## config.mk

```make
export PLATFORM = sky130hd
export DESIGN_NAME = closure_index_relocator_flat
export DESIGN_NICKNAME = d
export VERILOG_FILES = /design/src/sv/cir_pkg.sv /design/src/sv/cir_if.sv /design/src/sv/cir_core.sv /design/src/sv/cir_out_queue.sv /design/src/sv/closure_index_relocator.sv /design/src/flat_wrapper.sv
export VERILOG_INCLUDE_DIRS = /design/src /design/src/sv
export SDC_FILE = /design/constraint.sdc
export NUM_CORES = 1
export LEC_CHECK = 0
export BUFFER_PORTS_ARGS = -buffer_cell sky130_fd_sc_hd__buf_4
export CELL_PAD_IN_SITES_DETAIL_PLACEMENT = 1
export CELL_PAD_IN_SITES_GLOBAL_PLACEMENT = 2
export CORE_MARGIN = 10
export CORE_UTILIZATION = 31
export DETAILED_ROUTE_END_ITERATION = 12
export PLACE_DENSITY_LB_ADDON = 0.1
export SYNTH_ARGS = -nofsm -noshare
export SYNTH_HDL_FRONTEND = slang
export SYNTH_SLANG_ARGS = --single-unit
```

## constraint.sdc

```tcl
create_clock -name clk -period 6.6 [get_ports clk]
set_input_delay 0 -clock clk [delete_from_list [all_inputs] [get_ports clk]]
set_output_delay 0 -clock clk [all_outputs]
set_load 0.02 [all_outputs]
```

## src/sv/closure_index_relocator_assert.svh

```systemverilog
// Assertion macros shared by the closure index relocator RTL.
`ifndef CLOSURE_INDEX_RELOCATOR_ASSERT_SVH
`define CLOSURE_INDEX_RELOCATOR_ASSERT_SVH
`ifndef NO_ASSERTIONS
// Same-cycle implication, disabled while reset is asserted.
`define CIR_ASSERT_IMP(lbl, clk, rst_n, ante, cons) \
    lbl: assert property (@(posedge clk) disable iff (!rst_n) (ante) |-> (cons)) \
        else $error("closure_index_relocator: same-cycle check failed");
// Next-cycle implication, disabled while reset is asserted.
`define CIR_ASSERT_NXT(lbl, clk, rst_n, ante, cons) \
    lbl: assert property (@(posedge clk) disable iff (!rst_n) (ante) |=> (cons)) \
        else $error("closure_index_relocator: next-cycle check failed");
`else
`define CIR_ASSERT_IMP(lbl, clk, rst_n, ante, cons)
`define CIR_ASSERT_NXT(lbl, clk, rst_n, ante, cons)
`endif
`endif

```

## src/sv/cir_pkg.sv

```systemverilog
// Shared types and constants of the closure index relocator.
package cir_pkg;

    localparam int WORD_W   = 32;
    localparam int INDEX_W  = 26;
    localparam int OPF_W    = 6;
    localparam int EXT_W    = 8;
    localparam int ERR_W    = 2;
    localparam int ADDR_W   = 2;
    localparam int EXT_SHIFT = 24;
    localparam int OP_SHIFT  = 18;
    localparam int LOW_BITS  = 12;
    localparam int HIGH_SHIFT = 20;

    // Error codes carried with every result beat.
    localparam logic [ERR_W-1:0] ERR_OK        = 2'd0;
    localparam logic [ERR_W-1:0] ERR_RANGE     = 2'd1;
    localparam logic [ERR_W-1:0] ERR_NO_PREFIX = 2'd2;

    // Configuration register indexes.
    localparam logic [ADDR_W-1:0] REG_PROTO_OFFSET   = 2'd0;
    localparam logic [ADDR_W-1:0] REG_WIDE_OPCODE    = 2'd1;
    localparam logic [ADDR_W-1:0] REG_CLOSURE_OPCODE = 2'd2;

    // Configuration register reset values.
    localparam logic [INDEX_W-1:0] PROTO_OFFSET_RST   = '0;
    localparam logic [OPF_W-1:0]   WIDE_OPCODE_RST    = 6'd0;
    localparam logic [OPF_W-1:0]   CLOSURE_OPCODE_RST = 6'd1;

    localparam int QUEUE_DEPTH = 4;
    localparam int QPTR_W = 2;
    localparam int QCNT_W = 3;

    typedef struct packed {
        logic [INDEX_W-1:0] proto_offset;
        logic [OPF_W-1:0]   wide_opcode;
        logic [OPF_W-1:0]   closure_opcode;
    } cfg_t;

    typedef struct packed {
        logic [WORD_W-1:0] out_word;
        logic [ERR_W-1:0]  error_code;
        logic              run_last;
        logic              stream_end;
    } result_t;

    // Up to two result beats produced by one item, packed from slot 0.
    typedef struct packed {
        logic    v0;
        result_t r0;
        logic    v1;
        result_t r1;
    } push_t;

endpackage

```

## src/sv/cir_if.sv

```systemverilog
// Valid/ready channel interfaces for instruction words and results.
interface cir_instr_if;
    import cir_pkg::*;
    logic              valid;
    logic              ready;
    logic [WORD_W-1:0] instr_word;
    logic              final_word;

    modport source (output valid, output instr_word, output final_word, input ready);
    modport sink (input valid, input instr_word, input final_word, output ready);
endinterface

interface cir_result_if;
    import cir_pkg::*;
    logic              valid;
    logic              ready;
    logic [WORD_W-1:0] out_word;
    logic [ERR_W-1:0]  error_code;
    logic              run_last;
    logic              stream_end;

    modport source (output valid, output out_word, output error_code, output run_last,
                    output stream_end, input ready);
    modport sink (input valid, input out_word, input error_code, input run_last,
                  input stream_end, output ready);
endinterface

```

## src/sv/cir_core.sv

```systemverilog
// Index relocation logic and the held wide prefix state.
`include "closure_index_relocator_assert.svh"
module cir_core (
    input  logic                            clk,
    input  logic                            rst_n,
    input  cir_pkg::cfg_t                   cfg,
    input  logic                            fire,
    input  logic [cir_pkg::WORD_W-1:0]      word,
    input  logic                            fin,
    output cir_pkg::push_t                  push
);
    import cir_pkg::*;

    logic              held_reg;
    logic              held_next;
    logic [WORD_W-1:0] held_word_reg;

    logic [OPF_W-1:0]   op;
    logic               is_wide;
    logic               is_clo;
    logic [OPF_W-1:0]   wb;
    logic [INDEX_W-1:0] idx;
    logic [INDEX_W:0]   sum;
    logic               ovf;
    logic [OPF_W-1:0]   hi;
    logic               miss;
    logic               rewrite;
    logic               wd_v;
    result_t            pre_res;
    result_t            wd_res;

    // Decode the opcode; a wide match wins over a closure match.
    assign op      = word[OP_SHIFT +: OPF_W];
    assign is_wide = (op == cfg.wide_opcode);
    assign is_clo  = !is_wide && (op == cfg.closure_opcode) && (cfg.proto_offset != '0);

    // Build the prototype index and add the offset.
    assign wb   = held_reg ? held_word_reg[6 +: OPF_W] : '0;
    assign idx  = {wb, word[EXT_SHIFT +: EXT_W], word[LOW_BITS-1:0]};
    assign sum  = {1'b0, idx} + {1'b0, cfg.proto_offset};
    assign ovf  = sum[INDEX_W];
    assign hi   = sum[HIGH_SHIFT +: OPF_W];
    assign miss = (hi != '0) && !held_reg;
    assign rewrite = is_clo && !ovf && !miss;

    // The held prefix leaves first, rewritten when its closure is relocated.
    always_comb
    begin
        pre_res = '0;
        if (rewrite)
        begin
            pre_res.out_word = {{EXT_W{1'b0}}, held_word_reg[23:12], hi,
                                held_word_reg[OPF_W-1:0]};
        end
        else
        begin
            pre_res.out_word = held_word_reg;
        end
        pre_res.error_code = (is_clo && ovf) ? ERR_RANGE : ERR_OK;
        pre_res.run_last   = !wd_v;
        pre_res.stream_end = 1'b0;
    end

    // The current word leaves unless it is a wide prefix that is held back.
    assign wd_v = !is_wide || fin;

    always_comb
    begin
        wd_res = '0;
        if (rewrite)
        begin
            wd_res.out_word = {sum[LOW_BITS +: EXT_W], word[23:12], sum[LOW_BITS-1:0]};
        end
        else
        begin
            wd_res.out_word = word;
        end
        if (is_clo && ovf)
        begin
            wd_res.error_code = ERR_RANGE;
        end
        else if (is_clo && miss)
        begin
            wd_res.error_code = ERR_NO_PREFIX;
        end
        else
        begin
            wd_res.error_code = ERR_OK;
        end
        wd_res.run_last   = 1'b1;
        wd_res.stream_end = fin;
    end

    // Pack the beats from slot 0.
    always_comb
    begin
        push.v0 = fire && (held_reg || wd_v);
        push.r0 = held_reg ? pre_res : wd_res;
        push.v1 = fire && held_reg && wd_v;
        push.r1 = wd_res;
    end

    // A prefix stays held only when a wide word arrives that is not the last.
    assign held_next = is_wide && !fin;

    always_ff @(posedge clk or negedge rst_n)
    begin
        if (!rst_n)
        begin
            held_reg <= 1'b0;
        end
        else if (fire)
        begin
            held_reg <= held_next;
        end
    end

    // Prefix word storage, written only by a wide word.
    always_ff @(posedge clk)
    begin
        if (fire && is_wide)
        begin
            held_word_reg <= word;
        end
    end

    `CIR_ASSERT_IMP(a_two_beats_need_prefix, clk, rst_n, push.v1, held_reg && push.v0)
    `CIR_ASSERT_NXT(a_final_clears_hold, clk, rst_n, fire && fin, !held_reg)
    `CIR_ASSERT_NXT(a_wide_sets_hold, clk, rst_n, fire && is_wide && !fin, held_reg)
endmodule

```

## src/sv/cir_out_queue.sv

```systemverilog
// Result queue: takes up to two beats a cycle, sends one when ready.
`include "closure_index_relocator_assert.svh"
module cir_out_queue (
    input  logic             clk,
    input  logic             rst_n,
    input  cir_pkg::push_t   push,
    output logic             room,
    cir_result_if.source     result
);
    import cir_pkg::*;

    result_t             mem_reg [QUEUE_DEPTH];
    logic [QPTR_W-1:0]   wr_ptr_reg;
    logic [QPTR_W-1:0]   wr_ptr_next;
    logic [QPTR_W-1:0]   rd_ptr_reg;
    logic [QPTR_W-1:0]   rd_ptr_next;
    logic [QCNT_W-1:0]   count_reg;
    logic [QCNT_W-1:0]   count_next;
    logic                pop;
    logic [QPTR_W-1:0]   wr_ptr_b;

    // Two free entries are needed before an item may be processed.
    assign room = (count_reg <= QCNT_W'(QUEUE_DEPTH - 2));
    assign pop  = result.valid && result.ready;
    assign wr_ptr_b = wr_ptr_reg + QPTR_W'(1);

    always_comb
    begin
        wr_ptr_next = wr_ptr_reg + QPTR_W'(push.v0) + QPTR_W'(push.v1);
        rd_ptr_next = rd_ptr_reg + QPTR_W'(pop);
        count_next  = count_reg + QCNT_W'(push.v0) + QCNT_W'(push.v1) - QCNT_W'(pop);
    end

    always_ff @(posedge clk or negedge rst_n)
    begin
        if (!rst_n)
        begin
            wr_ptr_reg <= '0;
            rd_ptr_reg <= '0;
            count_reg  <= '0;
        end
        else
        begin
            wr_ptr_reg <= wr_ptr_next;
            rd_ptr_reg <= rd_ptr_next;
            count_reg  <= count_next;
        end
    end

    // Entry storage.
    always_ff @(posedge clk)
    begin
        if (push.v0)
        begin
            mem_reg[wr_ptr_reg] <= push.r0;
        end
        if (push.v1)
        begin
            mem_reg[wr_ptr_b] <= push.r1;
        end
    end

    // Head of the queue drives the result channel.
    assign result.valid      = (count_reg != '0);
    assign result.out_word   = mem_reg[rd_ptr_reg].out_word;
    assign result.error_code = mem_reg[rd_ptr_reg].error_code;
    assign result.run_last   = mem_reg[rd_ptr_reg].run_last;
    assign result.stream_end = mem_reg[rd_ptr_reg].stream_end;

    `CIR_ASSERT_IMP(a_count_bound, clk, rst_n, 1'b1, count_reg <= QCNT_W'(QUEUE_DEPTH))
    `CIR_ASSERT_IMP(a_push_has_room, clk, rst_n, push.v0, room)
    `CIR_ASSERT_IMP(a_slot1_after_slot0, clk, rst_n, push.v1, push.v0)
endmodule

```

## src/sv/closure_index_relocator.sv

```systemverilog
// Top level of the closure index relocator.
//
//   channel   direction  beat contents
//   instr     in         instr_word, final_word
//   result    out        out_word, error_code, run_last, stream_end
//   cfg       in         cfg_en, cfg_addr, cfg_data (write only)
//
// One instruction word is accepted per cycle unless the result queue stalls input;
// each word yields zero, one or two result beats, and the result port sends one
// beat per cycle while result.ready is high. An accepted word waits in the input
// register, then its beats enter the result queue, which drives the result port.
// The four-entry result queue sets the stall: a word is processed only when two
// entries are free, so two-beat words stall input while the result side drains.
// Reset clears the held prefix and the queue and returns the configuration
// registers to their default values.
module closure_index_relocator (
    input  logic                            clk,
    input  logic                            rst_n,
    cir_instr_if.sink                       instr,
    cir_result_if.source                    result,
    input  logic                            cfg_en,
    input  logic [cir_pkg::ADDR_W-1:0]      cfg_addr,
    input  logic [cir_pkg::INDEX_W-1:0]     cfg_data
);
    import cir_pkg::*;

    cfg_t              cfg_reg;
    logic              s1_valid_reg;
    logic [WORD_W-1:0] s1_word_reg;
    logic              s1_fin_reg;
    logic              fire;
    logic              room;
    push_t             push;

    // Configuration register writes.
    always_ff @(posedge clk or negedge rst_n)
    begin
        if (!rst_n)
        begin
            cfg_reg.proto_offset   <= PROTO_OFFSET_RST;
            cfg_reg.wide_opcode    <= WIDE_OPCODE_RST;
            cfg_reg.closure_opcode <= CLOSURE_OPCODE_RST;
        end
        else if (cfg_en)
        begin
            case (cfg_addr)
                REG_PROTO_OFFSET:   cfg_reg.proto_offset   <= cfg_data;
                REG_WIDE_OPCODE:    cfg_reg.wide_opcode    <= cfg_data[OPF_W-1:0];
                REG_CLOSURE_OPCODE: cfg_reg.closure_opcode <= cfg_data[OPF_W-1:0];
                default:            ;
            endcase
        end
    end

    // Input register; it refills in the cycle its word is processed.
    assign fire = s1_valid_reg && room;
    assign instr.ready = !s1_valid_reg || fire;

    always_ff @(posedge clk or negedge rst_n)
    begin
        if (!rst_n)
        begin
            s1_valid_reg <= 1'b0;
        end
        else if (instr.ready)
        begin
            s1_valid_reg <= instr.valid;
        end
    end

    always_ff @(posedge clk)
    begin
        if (instr.valid && instr.ready)
        begin
            s1_word_reg <= instr.instr_word;
            s1_fin_reg  <= instr.final_word;
        end
    end

    cir_core u_core (
        .clk   (clk),
        .rst_n (rst_n),
        .cfg   (cfg_reg),
        .fire  (fire),
        .word  (s1_word_reg),
        .fin   (s1_fin_reg),
        .push  (push)
    );

    cir_out_queue u_queue (
        .clk    (clk),
        .rst_n  (rst_n),
        .push   (push),
        .room   (room),
        .result (result)
    );
endmodule

```

## src/flat_wrapper.sv

```systemverilog
// flat-port wrapper written by rule: the top's interface ports become plain ports
module closure_index_relocator_flat import cir_pkg::*;
  (clk, rst_n, cfg_en, cfg_addr, cfg_data, instr_valid, instr_instr_word, instr_final_word, instr_ready, result_valid, result_out_word, result_error_code, result_run_last, result_stream_end, result_ready);
  cir_instr_if instr_i ();
  cir_result_if result_i ();
  input  logic clk;
  input  logic rst_n;
  input  logic cfg_en;
  input  logic [cir_pkg::ADDR_W-1:0] cfg_addr;
  input  logic [cir_pkg::INDEX_W-1:0] cfg_data;
  input wire logic [$bits(instr_i.valid)-1:0] instr_valid;
  input wire logic [$bits(instr_i.instr_word)-1:0] instr_instr_word;
  input wire logic [$bits(instr_i.final_word)-1:0] instr_final_word;
  output wire logic [$bits(instr_i.ready)-1:0] instr_ready;
  output wire logic [$bits(result_i.valid)-1:0] result_valid;
  output wire logic [$bits(result_i.out_word)-1:0] result_out_word;
  output wire logic [$bits(result_i.error_code)-1:0] result_error_code;
  output wire logic [$bits(result_i.run_last)-1:0] result_run_last;
  output wire logic [$bits(result_i.stream_end)-1:0] result_stream_end;
  input wire logic [$bits(result_i.ready)-1:0] result_ready;
  assign instr_i.valid = instr_valid;
  assign instr_i.instr_word = instr_instr_word;
  assign instr_i.final_word = instr_final_word;
  assign instr_ready = instr_i.ready;
  assign result_valid = result_i.valid;
  assign result_out_word = result_i.out_word;
  assign result_error_code = result_i.error_code;
  assign result_run_last = result_i.run_last;
  assign result_stream_end = result_i.stream_end;
  assign result_i.ready = result_ready;
  closure_index_relocator u_core (.clk(clk), .rst_n(rst_n), .instr(instr_i), .result(result_i), .cfg_en(cfg_en), .cfg_addr(cfg_addr), .cfg_data(cfg_data));
endmodule
```

==> results of run 1 <==
-- cell usage after synthesis (2+ instances only) --
cell	n	area [um2]
nor3_1	7	35.0
fa_1	4	80.1
mux2_2	43	484
ha_1	29	363
xor2_1	17	149
nor2b_1	5	31.3
nand4_1	4	25.0
a22o_1	77	674
edfxtp_1	205	6160
o221ai_1	2	17.5
a21oi_1	33	165
buf_2	2	10.0
a211oi_1	2	15.0
clkbuf_1	36	135
o21ai_2	6	52.6
nand3_1	14	70.1
mux2_4	12	180
o21a_1	11	82.6
a21o_1	7	52.6
and4_1	3	26.3
nor2_1	23	86.3
buf_4	3	22.5
mux2i_1	18	180
buf_1	6	22.5
and3_1	4	25.0
a41oi_1	2	17.5
dfxtp_1	4	80.1
mux4_2	36	811
or3_1	4	25.0
nand3b_1	2	15.0
nor4_1	8	50.1
inv_1	10	37.5
o211ai_1	6	45.0
xnor2_1	18	158
a311oi_1	2	17.5
o31ai_1	2	15.0
o22ai_1	29	181
a32o_1	3	30.0
buf_6	2	22.5
o21ai_0	42	210
nand2b_1	5	31.3
and2_1	17	106
nand2_1	60	225
dfrtp_1	46	1150
-- per-stage QoR --
| step | instance area [um2] | util |
|---|---|---|
| 6_report | 15800 | 0.395 |
| 5_1_grt | 15800 | 0.395 |
| 4_1_cts | 15800 | 0.395 |
| 3_5_place_dp | 14000 | 0.351 |
| 3_3_place_gp | 14000 | 0.351 |
| 2_1_floorplan | 12600 | - |
-- worst max-delay path, stage by stage, from the launching register on --
cell      delay [ps]
edfxtp_1         440
ha_1             260
fa_1             420
a211oi_1         330
o21ai_1          200
a31oi_2          360
o22a_1           200
a31o_1           230
nand2_1          360
o21ai_2          730
buf_4            380
mux2_2           410
a22o_1           210
-- report_power, final --
part | total (mW) | internal, mW | switching, mW
clock network | 1.91 | 1.20 | 0.712
logic | 2.44 | 0.976 | 1.47
registers | 2.42 | 2.19 | 0.227
total | 6.77 | 4.37 | 2.41
-- metal layers --
layer  vias up  share of wire  GRT usage
li1       3909              -          -
met1      4397           0.45      0.213
met2       154           0.49      0.279
met3        46          0.038     0.0287
met4         0          0.016     0.0300
met5         -              0          0
-- worst min-delay path by stage --
| stage | from | end | slack [ps] | cells past startpoint |
|---|---|---|---|---|
| floorplan | rst_n | u_core.cfg_reg[10] | -300 | 0 |
| global placement | rst_n | u_core.cfg_reg[35] | 100 | 1 |
| detailed placement | rst_n | u_core.cfg_reg[34] | 100 | 1 |
| CTS | rst_n | u_core.cfg_reg[34] | 10 | 2 |
| global route | rst_n | u_core.cfg_reg[34] | 70 | 2 |
| finish | rst_n | u_core.cfg_reg[35] | -7 | 2 |
-- final cells by class --
type | count | area, um2
timing repair buffer | 188 | 1570
clock inverter | 21 | 329
inverter | 11 | 41.3
tap | 525 | 657
multi-input combinational | 581 | 4970
fill | 4152 | 24200
clock buffer | 37 | 818
sequential | 256 | 7420
-- cells by family (layout without fill, tap and decap cells) --
kind of cell | after synthesis | in the layout
compound gates | 240 | 240
xor+xnor | 35 | 35
buf+inv | 60 | 257
fa+ha+maj | 33 | 33
flops | 256 | 256
mux | 109 | 109
simple gates | 164 | 164
==> impl_metrics.tcl, run 1 <==
set metrics [dict create \
    synth_mux_area_frac 0.131 \
    synth_area_um2 12600 \
    fmax_ghz 0.208 \
    slew_headroom 0.274 \
    final.setup.worst_slack_ps 1800 \
    place.port_buffers 103 \
    synthCells 897 \
    layout-drive-gt1-share 0.265 \
    final_cell_count_no_fill 1619 \
    dpl.hpwl_um 28200 \
    synth.distinct_cells 70 \
    largest_reg_flops 144 \
    post-route-min-period_ps 4800 \
    async_flop_share 0.184 \
    clk_pin_slew_worst_paths_ps 60 \
    synthFlopType "edfxtp_1" \
    synthAdderAreaFrac 0.0351 \
    cp_max_fo 14 \
    cp-startpoint "u_core.s1_word_reg[0]" \
    r2r-start "u_core.s1_word_reg[0]" \
    grt_pass1_vias 9247 \
    synth_edf_count 205 \
    die_x_um 222 \
    syn2layout_area_growth_pct 25.2 \
    drc 0 \
    core.rowCount 73 \
    yosys.area_share.simple 0.0660 \
    postCtsHoldBufs 62 \
    p_leak_nw 5.83 \
    grt_start_max_net_pins 48 \
    regToRegEndpoint "u_core.u_queue.mem_reg[0][34]" \
    yosysSeqAreaShare 0.587 \
    coreArea_um2 40000 \
    max_cap_violations 0 \
    status "finished with violations" \
    num_io_pins 104 \
    diodes 0 \
    synth_seq_cells 256 \
    power.density_nw_per_um2 429 \
    ant_nets 0 \
    fin_tns_setup_ps 0 \
    final_cell_mix "205 x edfxtp_1, 126 x buf_4, 77 x a22o_1, 62 x dlygate4sd3_1, 60 x nand2_1" \
    synth_compound_area_frac 0.136 \
    worstPathArrival_ps 5140 \
    start_util 0.315 \
    layout_commonest_cell "edfxtp_1" \
    ff2ff_path_depth 12 \
    peakVddDrop_uv 213 \
    crit_type "reg2reg" \
    ys.warnings.count 0 \
    hold_class "in2async" \
    clk_latency_ps 590 \
    finalSetupViolCount 0 \
    synthXorXnorAreaFrac 0.0243 \
    grt_pass1_wl_um 61700 \
    avgSynthCellArea_um2 14.1 \
    clockBufferDepth 3 \
    cts_setup_buffers 0 \
    viasPerCell 5.25 \
    globalRouteOverflowTotal 0 \
    dp_slack_ps 1810 \
    rsz0062_at_grt "false" \
    crit_path_end "u_core.u_queue.mem_reg[0][34]" \
    num-nets-final 1168 \
    critical_path_required_ps 6940 \
    p_total_mw 6.77 \
    ctsResizeCount 0 \
    hold_viol 4 \
    htreeDepth 1 \
    r2r_slack_ps 1800 \
    endpoint_kind "flop" \
    skew_ps 8.13 \
    synth_top_family_by_area "compound AO/OA/AOI/OAI gates" \
    cts_root_buf "clkbuf_16" \
    clock-sinks 256 \
    gp_congestion 0.783 \
    worst_pin_slew_ps 1090 \
    critPathLaunchType "flop" \
    wl_per_cell_um 25.2 \
    cts_tree "done" \
    drt_pass1_iterations 6 \
    die_h_um 222 \
    syn_nets 996 \
    numCtsBuffers 31 \
    vias 8506 \
    report.final.slew_viol_count 0 \
    period_share 0.727 \
    dieArea_um2 49200 \
    violations "hold timing" \
    wl_um 40800 \
    dp.cells 1499 \
    grt_usage 0.163 \
    grt_antenna_before_repair 0 \
    drt-initial-drc-count 444 \
    holdWs_ps -6.63 \
]
Note: power is estimated with default switching activity, not from simulation.
==> inputs of run 2 (changes only) <==
--- a/config.mk
+++ b/config.mk
@@ -6,6 +6,7 @@
 export SDC_FILE = /design/constraint.sdc
 export NUM_CORES = 1
 export LEC_CHECK = 0
+export ABC_AREA = 1
 export BUFFER_PORTS_ARGS = -buffer_cell sky130_fd_sc_hd__buf_4
 export CELL_PAD_IN_SITES_DETAIL_PLACEMENT = 1
 export CELL_PAD_IN_SITES_GLOBAL_PLACEMENT = 2
==> constraint.sdc (replaced) <==
create_clock -name clk -period 4.4 [get_ports clk]
set_input_delay 0 -clock clk [delete_from_list [all_inputs] [get_ports clk]]
set_output_delay 0 -clock clk [all_outputs]
set_load 0.02 [all_outputs]
==> run 2 against run 1 <==
- the flow now finishes without violations
- first-iteration DRC count is 19% higher
- clock skew increased by 4.7 ps
- synthesized cell count is 70% higher
- count of clock-buffer cells in the layout up 8
- non-clock buffer count increased by 15
- hold slack improved by 22 ps
- total power up 72%
- utilization shrank 0.66 points
- final cell count is 43% higher
- sequential share of layout area fell by 2.8 points
- critical path depth grew 9
- routed wire length is 16% higher
==> impl_metrics.tcl, run 2 <==
set metrics [dict create \
    layout_commonest_cell "nand2_1" \
    start_util 0.315 \
    synth.largest_area_cell "edfxtp_1" \
    viasPerCell 4.90 \
    cp_max_fo 20 \
    switching_share 0.429 \
    drt_pass1_iterations 5 \
    hold_class "in2reg" \
    clk_pin_slew_worst_paths_ps 60 \
    async_flop_share 0.184 \
    htreeDepth 1 \
    r2r_slack_ps 710 \
    min_from "result_ready" \
    design_area_um2 16800 \
    peakVddDrop_uv 405 \
    place.port_buffers 103 \
    gp_congestion 0.811 \
    wl_per_cell_um 20.6 \
    yosysMostFrequentCell "nand2_1" \
    internal_power_mw 6.65 \
    core.rowCount 76 \
    synth_area_um2 13600 \
    combPwrFrac 0.448 \
    drc 0 \
    slew_headroom 0.352 \
    die_h_um 230 \
    num_io_pins 104 \
    dpl_cell_area_um2 15100 \
    synthCells 1529 \
    r2r-start "u_core.u_core.held_reg" \
    clk_latency_ps 600 \
    layout-drive-gt1-share 0.132 \
    vias 11300 \
    synth_seq_cells 256 \
    final_cell_mix "443 x nand2_1, 205 x edfxtp_1, 140 x inv_1, 131 x buf_4, 130 x nor2_1" \
    avgSynthCellArea_um2 8.91 \
    hold_viol 0 \
    cts_setup_buffers 0 \
    coreArea_um2 43300 \
    synthFlopType "edfxtp_1" \
    period_share 0.840 \
    worst_pin_slew_ps 969 \
    yosys-top-cells-count "443 x nand2_1, 205 x edfxtp_1, 141 x inv_1" \
    wl_um 47500 \
    yosysSeqAreaShare 0.544 \
    largest_reg_flops 144 \
    p_leak_nw 7.24 \
    max_cap_violations 0 \
    crit_path_end "u_core.u_queue.mem_reg[3][29]" \
    power.density_nw_per_um2 694 \
    clock-sinks 256 \
    status "completed" \
    syn2layout_area_growth_pct 23.4 \
    ff2ff_path_depth 21 \
    fmax_ghz 0.271 \
    postCtsHoldBufs 71 \
    drt-initial-drc-count 529 \
    grt_antenna_before_repair 0 \
    ctsResizeCount 0 \
    grt_start_max_net_pins 74 \
    clockBufferDepth 3 \
    rsz0062_at_grt "false" \
    globalRouteOverflowTotal 0 \
    critical_path_required_ps 4740 \
    grt_pass1_vias 11700 \
    synth.distinct_cells 45 \
    p_sw_mw 5.00 \
    ant_nets 0 \
    synth_top_area_frac 0.452 \
    skew_ps 12.8 \
    synth_edf_count 205 \
    endpoint_kind "flop" \
    crit_type "reg2reg" \
    fin_tns_setup_ps 0 \
    dpl.hpwl_um 32700 \
    worstPathArrival_ps 4040 \
    cts_tree "done" \
    final_core_util 0.388 \
    cts_root_buf "clkbuf_16" \
    finalSetupViolCount 0 \
    die_x_um 230 \
    diodes 0 \
    syn_nets 1628 \
    ys.warnings.count 0 \
    grt_pass1_wl_um 72800 \
    report.final.slew_viol_count 0 \
    numCtsBuffers 31 \
    regToRegEndpoint "u_core.u_queue.mem_reg[3][29]" \
    grt_usage 0.178 \
    post-route-min-period_ps 3690 \
    power.share.sequential 0.332 \
    pwr-share-clk 0.220 \
    critPathLaunchType "flop" \
    cp-startpoint "u_core.u_core.held_reg" \
    dieArea_um2 52700 \
    num-nets-final 1799 \
    yosys-top-cells-area "edfxtp_1 45%, nand2_1 12%, dfrtp_1 8.5%" \
]
[run 2: layer usage]
metal / vias to the layer above / GRT usage / wire, um
met4: 0 / 0.0337 / 643
met1: 5564 / 0.253 / 23200
met2: 201 / 0.282 / 21700
met3: 45 / 0.0241 / 1990
met5: - / 0 / 0
li1: 5504 / - / -
[run 2: worst min-delay path by stage]
stage	slack, ps	cells after the start	to
6_report	20	3	u_core.u_queue.rd_ptr_reg[0]
5_1_grt	10	3	u_core.u_queue.rd_ptr_reg[0]
3_5_place_dp	60	1	u_core.cfg_reg[26]
2_1_floorplan	-300	0	u_core.cfg_reg[10]
3_3_place_gp	60	1	u_core.cfg_reg[26]
4_1_cts	0.4	3	u_core.u_queue.rd_ptr_reg[0]
[run 2: power groups by stage]
stage,registers (mW),clock network (mW),logic [mW]
after floorplan,3.76,0,3.22
final,3.87,2.56,5.22
after detailed placement,3.93,0,5.25
after global routing,3.94,2.73,5.79
after CTS,3.88,2.62,5.32
after global placement,3.91,0,5.18
[run 2: area by class of cell]
| cell class | count | area [um2] |
|---|---|---|
| inverters | 149 | 559 |
| well taps | 585 | 732 |
| fillers | 4998 | 26500 |
| repair buffers | 203 | 1730 |
| flip-flops and latches | 256 | 7410 |
| multi-input cells | 1059 | 5360 |
| clock buffers | 45 | 848 |
| clock inverters | 12 | 156 |
[run 2: metrics by stage]
step / power, mW / worst slack (ps) / hold slack, ps / std cells
after global placement: 9.09 / 722 / 64.3 / 2181
final: 11.7 / 706 / 15.8 / 2309
after detailed placement: 9.18 / 657 / 61.0 / 2181
after CTS: 11.8 / 654 / 0.369 / 2309
after floorplan: 6.98 / 1560 / -296 / 1529
after global routing: 12.5 / 332 / 12.1 / 2309
[run 2: kinds of logic after synthesis]
group,count (synthesis),share of synthesized area
adders and majority gates,33,0.0325
AOI/OAI and AO/OA,229,0.0957
xor gates and xnor gates,31,0.0199
muxes,20,0.0165
DFF,256,0.544
and+or+nand+nor,746,0.229
buffers and inverters,214,0.0623
[run 2: worst max-delay path, stage by stage (launching register included)]
cell     delay, ps
dfrtp_1        640
nand2_1        150
inv_1           50
ha_1           420
nand2_1        140
nor2_1         220
nand2_1        120
nor2_1         120
nand2_1         80
nand3_1         90
nand2_1         50
nand2_1        120
nand2_1         70
nor2_1         110
nand2_1         80
nand2_2         90
buf_4          260
nand3_1        200
nand3_1        130
nand2_1        140
nand2_1         90
nand2_1         50
==> inputs of run 3 (changes only) <==
==> constraint.sdc (replaced) <==
create_clock -name clk -period 3.5 [get_ports clk]
set_input_delay 0 -clock clk [delete_from_list [all_inputs] [get_ports clk]]
set_output_delay 0 -clock clk [all_outputs]
set_load 0.02 [all_outputs]
==> run 3 against run 2 <==
- the flow now finishes with violations (hold timing)
- register-to-register slack lost 470 ps
- clock skew increased by 9.9 ps
- combinational power is 35% higher
- worst setup slack got worse by 470 ps
- final cell count up 0.95%
- sequential power is 24% higher
- largest power group unchanged
- cell area is 2.3% higher
- first-iteration DRC count is 17% higher
==> impl_metrics.tcl, run 3 (synthesized netlist as in run 2, its figures left out) <==
set metrics [dict create \
    slew_headroom 0.263 \
    final_core_util 0.397 \
    drc 0 \
    hold_class "in2async" \
    clock-sinks 256 \
    final_cell_count_no_fill 2331 \
    grt_antenna_before_repair 1 \
    htreeDepth 1 \
    place.port_buffers 103 \
    p_leak_nw 7.37 \
    core.rowCount 76 \
    peakVddDrop_uv 531 \
    final.setup.worst_slack_ps 236 \
    clockBufferDepth 3 \
    p_total_mw 15.0 \
    cp_max_fo 11 \
    wl_per_cell_um 20.9 \
    num-nets-final 1821 \
    grt_usage 0.182 \
    globalRouteOverflowTotal 0 \
    die_h_um 230 \
    dpl_cell_area_um2 15300 \
    regToRegEndpoint "u_core.u_queue.mem_reg[1][14]" \
    crit_type "reg2reg" \
    viasPerCell 4.89 \
    dp_slack_ps 29.4 \
    drt_pass1_iterations 5 \
    hold_viol 6 \
    grt_start_max_net_pins 74 \
    dpl.hpwl_um 33400 \
    largest_reg_flops 144 \
    layout-drive-gt1-share 0.163 \
    clk_pin_slew_worst_paths_ps 60 \
    max_cap_violations 0 \
    clk_latency_ps 590 \
    vias 11400 \
    syn2layout_area_growth_pct 26.2 \
    post-route-min-period_ps 3260 \
    period_share 0.932 \
    holdWs_ps -2.26 \
    endpoint_kind "flop" \
    multiInputGateArea_um2 5530 \
    grt_pass1_vias 12000 \
    gp_congestion 0.832 \
    finalSetupViolCount 0 \
    num_io_pins 104 \
    coreArea_um2 43300 \
    register_area_um2 7410 \
    critPathLaunchType "flop" \
    worst_pin_slew_ps 1100 \
    worstPathArrival_ps 3580 \
    grt_pass1_wl_um 74100 \
    die_x_um 230 \
    critical_path_required_ps 3820 \
    wl_um 48800 \
    r2r_slack_ps 240 \
    r2r-start "u_core.s1_word_reg[0]" \
    cts_tree "done" \
    drt-initial-drc-count 617 \
    report.final.slew_viol_count 0 \
    fin_tns_setup_ps 0 \
    status "finished with violations" \
    cp-startpoint "u_core.s1_word_reg[0]" \
    dp.cells 2200 \
    layout_commonest_cell "nand2_1" \
    power.density_nw_per_um2 873 \
    fmax_ghz 0.306 \
    skew_ps 22.8 \
    num-fill-cells 4969 \
    cts_root_buf "clkbuf_16" \
    ant_nets 0 \
    crit_path_end "u_core.u_queue.mem_reg[1][14]" \
    final_cell_mix "436 x nand2_1, 205 x edfxtp_1, 150 x buf_4, 140 x inv_1, 126 x nor2_1" \
    dieArea_um2 52700 \
    ff2ff_path_depth 16 \
    design_area_um2 17200 \
    numCtsBuffers 30 \
    start_util 0.315 \
    violations "hold timing" \
]
[run 3: worst max-delay path, stage by stage, from the launching register on]
cell and delay [ps]:
edfxtp_1 400, ha_1 270, fa_1 420, nand2_1 80, nand2_1 60, nand2_2 120, o21bai_4 100, inv_1 80
o21bai_2 110, a21oi_4 230, o21ai_2 130, nor2_4 230, buf_6 200, nand3_1 150, and2_1 260, nand2_1 80
nand2_1 80
[run 3: metal layers]
| layer | wire length, um | track usage | vias up |
|---|---|---|---|
| met5 | 0 | 0 | - |
| met2 | 22000 | 0.286 | 205 |
| met1 | 23800 | 0.258 | 5571 |
| met4 | 800 | 0.0422 | 0 |
| met3 | 2140 | 0.0261 | 46 |
| li1 | - | - | 5572 |
[run 3: timing repair]
action / in CTS / in global routing
setup endpoints to repair: 0 / 83
hold endpoints to repair: 126 / 0
hold buffers: 66 / 0
resized for setup: 0 / 33
buffers inserted: 0 / 9
[run 3: worst min-delay path by stage]
stage	startpoint	to	slack, ps	cells after the start
after CTS	rst_n	u_core.cfg_reg[6]	1	2
after floorplan	rst_n	u_core.cfg_reg[10]	-300	0
after detailed placement	rst_n	u_core.cfg_reg[25]	80	1
final	rst_n	u_core.cfg_reg[29]	-2	2
after global routing	result_ready	u_core.u_queue.rd_ptr_reg[0]	50	3
after global placement	rst_n	u_core.cfg_reg[31]	80	1
[run 3: layout make-up]
cell class,instances,share of cell area
clock inverters,20,0.0125
multi-input cells,1059,0.322
inverters,149,0.0326
repair buffers,226,0.114
flip-flops and latches,256,0.432
clock buffers,35,0.0448
diodes,1,0.000146
well taps,585,0.0426
[run 3: report_power, final]
group | internal, mW | total [mW] | switching, mW
combinational | 2.26 | 7.03 | 4.77
clock | 1.86 | 3.16 | 1.30
sequential | 4.42 | 4.80 | 0.378
